**src/rtl/stopt_pkg.sv**
```systemverilog
`timescale 1ns / 1ps

package stopt_pkg;

    // Field widths
    localparam int POS_W  = 64;
    localparam int SLOT_W = 4;
    localparam int CMD_W  = 2;
    localparam int STAT_W = 2;
    localparam int CNT_W  = 5;

    // Slots that slot_index and assigned_slot can name
    localparam int ADDRESSABLE_SLOTS = 16;

    // Reset value of the active slot count
    localparam logic [CNT_W-1:0] ACTIVE_RESET = 5'd10;

    // Register byte addresses
    localparam logic [2:0] ADDR_ACTIVE_SLOTS = 3'd0;

    // Command codes
    localparam logic [CMD_W-1:0] CMD_REGISTER   = 2'd0;
    localparam logic [CMD_W-1:0] CMD_UNREGISTER = 2'd1;
    localparam logic [CMD_W-1:0] CMD_QUERY      = 2'd2;

    // Status codes
    localparam logic [STAT_W-1:0] STATUS_OK    = 2'd0;
    localparam logic [STAT_W-1:0] STATUS_FULL  = 2'd1;
    localparam logic [STAT_W-1:0] STATUS_RANGE = 2'd2;
    localparam logic [STAT_W-1:0] STATUS_ZERO  = 2'd3;

    // What the cells do with a passing token
    localparam logic [1:0] MODE_NONE  = 2'd0;
    localparam logic [1:0] MODE_REG   = 2'd1;
    localparam logic [1:0] MODE_UNREG = 2'd2;

    // Token handed from cell to cell
    typedef struct packed {
        logic              go;
        logic [1:0]        mode;
        logic [STAT_W-1:0] status;
        logic [POS_W-1:0]  pos;
        logic [SLOT_W-1:0] idx;
        logic              found;
        logic [SLOT_W-1:0] slot;
        logic [POS_W-1:0]  best;
    } t_carry;

endpackage

```
**src/rtl/stopt_cell.sv**
```systemverilog
`timescale 1ns / 1ps

module stopt_cell import stopt_pkg::*; #(
    parameter int CELL_ID = 0
) (
    input  logic   i_clk,
    input  logic   i_rst_n,
    input  logic   i_active,
    input  t_carry i_carry,
    output t_carry o_carry
);

    localparam logic [SLOT_W-1:0] ID = SLOT_W'(CELL_ID);

    logic [POS_W-1:0] r_pos;
    logic [POS_W-1:0] n_pos;
    t_carry           r_carry;
    t_carry           n_carry;
    logic [POS_W-1:0] w_val;
    logic             w_hit;

    // Value this slot holds once an unregister has gone by
    assign w_hit = (i_carry.idx == ID);
    assign w_val = w_hit ? '0 : r_pos;

    // Act on the token while it sits at this cell
    always_comb begin
        n_pos   = r_pos;
        n_carry = i_carry;
        if (i_carry.go && i_active) begin
            unique case (i_carry.mode)
                MODE_REG: begin
                    // first free active slot takes the position
                    if (!i_carry.found && (r_pos == '0)) begin
                        n_pos         = i_carry.pos;
                        n_carry.found = 1'b1;
                        n_carry.slot  = ID;
                    end
                end
                MODE_UNREG: begin
                    if (w_hit) begin
                        n_pos = '0;
                    end
                    // running minimum over occupied slots
                    if ((w_val != '0) && ((i_carry.best == '0) || (w_val < i_carry.best))) begin
                        n_carry.best = w_val;
                    end
                end
                default: begin
                end
            endcase
        end
    end

    always_ff @(posedge i_clk) begin
        if (!i_rst_n) begin
            r_pos      <= '0;
            r_carry.go <= 1'b0;
        end else begin
            r_pos   <= n_pos;
            r_carry <= n_carry;
        end
    end

    assign o_carry = r_carry;

endmodule

```
**config.mk**
```make
export PLATFORM = sky130hd
export DESIGN_NAME = stopt_cell
export DESIGN_NICKNAME = d
export VERILOG_FILES = /design/src/rtl/stopt_pkg.sv /design/src/rtl/stopt_cell.sv
export SDC_FILE = /design/constraint.sdc
export NUM_CORES = 1
export LEC_CHECK = 0
export ABC_CLOCK_PERIOD_IN_PS = 3940
export BUFFER_PORTS_ARGS = -buffer_cell sky130_fd_sc_hd__buf_2
export CAP_MARGIN = 20
export CELL_PAD_IN_SITES_DETAIL_PLACEMENT = 2
export CELL_PAD_IN_SITES_GLOBAL_PLACEMENT = 2
export CORE_MARGIN = 10
export CORE_UTILIZATION = 30
export DETAILED_ROUTE_END_ITERATION = 10
export HOLD_SLACK_MARGIN = 0.1
export PLACE_DENSITY_LB_ADDON = 0.1
export RECOVER_POWER = 50
export SLEW_MARGIN = 20
export SYNTH_ARGS = -nofsm -noshare
export SYNTH_HDL_FRONTEND = slang
export SYNTH_SLANG_ARGS = --single-unit
```
**constraint.sdc**
```tcl
create_clock -name i_clk -period 3.94 [get_ports i_clk]
set_input_delay 0.591 -clock i_clk [delete_from_list [all_inputs] [get_ports i_clk]]
set_output_delay 0.591 -clock i_clk [all_outputs]
set_load 0.02 [all_outputs]
```
==> summary.txt <==
Status
  • Status: finished with violations
  • Failing checks: max-capacitance violations, max-slew violations

Place
  • Inst Count DP: 1568
  • GPL Wtd Cong: 0.776
  • IO buf count: approximately 290
  • Setup Slack @ Placement: -0.263 ns
  • Dpl hpwl: 28200 µm

Timing
  • Min Hold Slack: about 0.25 ns
  • Post-route setup slack: 0.410 ns
  • Slew Viols, Final: 49
  • Slew HR: -66.3%
  • Highest clock rate: approximately 280 MHz
  • Slew @ Worst Pin: around 2.5 ns
  • Final Critical Period: 3.53 ns
  • Tcrit/Tclk final: 89.6%
  • Final Skew: 0.0250 ns
  • RSZ-0062 raised after global routing: no
  • Fin. Hold Viols: 0
  • Finish-stage setup viols: 0

Clock network
  • Reg clk slew, reported paths: 0.06 ns
  • Post-CTS sizing: 0
  • Hold Buf Count CTS: 0
  • Max H-tree Level: 1
  • Root Buffer: clkbuf_16
  • CTS Buf Count: 25
  • CTS tree: yes
  • Clock Tree Buf Depth: 3
  • TritonCTS Sinks: 206
  • Setup Buffers After CTS: 0
  • Worst skew pair latency: between 0.5 and 0.6 ns

Detailed routing
  • DRC errors left: 0
  • Number of DRC markers in iteration 0: 344
  • Drt total wl: 37100 µm
  • Vias post-DR: roughly 8000
  • Drt first pass iters: 4
  • Final ANT Viol Nets: 0
  • Drt via density: 4.97
  • WL per Instance: 23.0 µm

GRT
  • Initial antenna violation count: 5
  • Grt total ovfl: 0
  • Vias in the first global route: about 9000
  • Global-route wire length before repair: 57300 µm
  • GRT Total Usage: a little under a fifth
  • Pin count of the biggest net entering global routing: 76

Floorplanning
  • Die Ht: 201 µm
  • Ports: 287
  • Core area: 32400 µm²
  • Starting Density: between 30% and 40%
  • Die area: 40200 µm²
  • Chip width: around 200 µm
  • Placement Rows: 66

Hold path
  • Worst Hold End: o_carry[140]
  • Hold path start: i_carry[140]
  • Hold Crit Depth: 1
  • Hold Crit Class: in2reg

Pwr
  • VDD IR max: 0.297 mV
  • Total chip power: 5.42 mW
  • Leakage: 5.12 nW
  • Power Density: about 430 nW/µm²

Worst setup path
  • Slowest stage delay, CP: 0.38 ns
  • Most frequent CP cell: buf_4
  • Buffers and inverters on the worst path: 6
  • Data arrival, critical path: 3.79 ns
  • CP Max Fanout: 20
  • CP required: 4.20 ns
  • CP Capture Type: register
  • Crit path max-delay family: buffers and inverters
  • Critical path cell sequence: clkbuf_1 > nor4_4 > buf_12 > buf_12 > buf_4 > nor2b_1 > ha_1 > nand4_1 > nor3_1 > o221ai_1 > o2111ai_1 > a2111oi_1 > buf_4 > a21oi_4 > buf_4 > o2bb2ai_1
  • Worst setup path startpoint: i_carry[70]
  • R2r endpoint: r_pos[44]
  • Slowest stage cell, crit path: nor3_1
  • RR Startpoint: r_pos[0]
  • Cell depth of the worst flop-to-flop path: 8
  • Crit path launch type: primary input
  • Crit Path Class: in2reg
  • Flop2flop setup slack: 0.58 ns

Synthesis
  • Post-synth ARST share: 0%
  • Syn_nets: 1065
  • Synthesis warning total: 0
  • Syn Inst Count: between 800 and 900
  • Synthesized area per cell: 11.4 µm²
  • Main synth FF type: edfxtp_1
  • Netlist Area Pre-Place: 9780 µm²
  • Distinct cells, synth: 37
  • Post-synth EDFFs: about 140
  • Post-synthesis sequential area ratio: 56.6%
  • Yosys reg bits: 206

Final layout
  • Final core occ: 39.2%
  • Layout cell share with drive strength beyond 1: 23.5%
  • Post-Layout Cell Count: around 1600
  • Fillcell total: 3558
  • Area growth syn-to-layout: 29.7%
  • Fin nets: between 1000 and 1500
  • Most common library cell in the layout ignoring fill and taps: buf_2
  • Most frequent cells in the layout: 193 x buf_2, 141 x edfxtp_1, 132 x nor2b_1

Run
  • Maxcap violations: 1
## cells by family (layout without fill, tap and decap cells)
family,count (synthesis),in the layout,share of synthesized area [%]
adders and majority gates,63,63,8.06
and+or+nand+nor,293,293,16.7
buffers and inverters,116,431,4.49
DFF,206,206,56.6
other,0,4,0
AOI/OAI and AO/OA,179,179,14.1
## Yosys cell counts, types with 19 or more instances
cell / n / area, µm²
nand2_1: 79 / 297
a21oi_1: 19 / 95.1
edfxtp_1: 141 / 4230
nor2b_1: 132 / 826
inv_1: 70 / 263
a22oi_1: 64 / 480
ha_1: 63 / 788
o2bb2ai_1: 64 / 561
clkbuf_1: 43 / 161
nor4_1: 35 / 219
nand4_1: 21 / 131
dfxtp_1: 65 / 1300
## how the worst max path moves through the flow
stage / to / cells after the start
detailed placement: o_carry[39] / 16
global placement: o_carry[39] / 16
finish: o_carry[39] / 16
CTS: o_carry[39] / 16
floorplan: o_carry[10] / 12
global route: o_carry[39] / 16
## per-layer routing
layer	track usage (%)	routed length [µm]	vias to the layer above
li1	-	-	3783
met2	30.1	17700	194
met3	4.84	2290	38
met5	0	13	-
met1	23.3	16700	4028
met4	3.06	486	2
## worst reg2reg max path, cell delays in order, from the launching register on
cell and delay [ns]:
dfxtp_1 0.35, nor4_1 0.62, nand4_1 0.21, or4_1 0.64
nor4_4 0.45, o32ai_4 0.15, buf_4 0.37, a22oi_1 0.38
nor2b_1 0.07
## report_power, final
part	switching, mW	internal (mW)
clock network	0.935	1.32
logic	0.442	0.230
registers	0.0421	2.45
## registers in the layout, summed over array words and instances, names as in the netlist
| register | count |
|---|---|
| o_carry | 142 |
| r_pos | 64 |
## cell type report
class	instances	area (µm²)	share of cell area, %
clock buffer	29	692	5.46
sequential	206	5540	43.7
tap	442	553	4.36
multi-input combinational	535	3860	30.4
antenna	4	10.0	0.0790
timing repair buffer	315	1640	12.9
inverter	70	263	2.07
clock inverter	17	125	0.987
## stage by stage
| stage | TNS (ns) | instance area (µm²) |
|---|---|---|
| 2_1_floorplan | 0 | 9780 |
| 3_3_place_gp | -3.88 | 12000 |
| 3_5_place_dp | -11.55 | 12000 |
| 6_report | 0 | 12700 |
| 5_1_grt | 0 | 12700 |
| 4_1_cts | 0 | 12800 |
No activity file was read; power rests on OpenSTA's default activity.
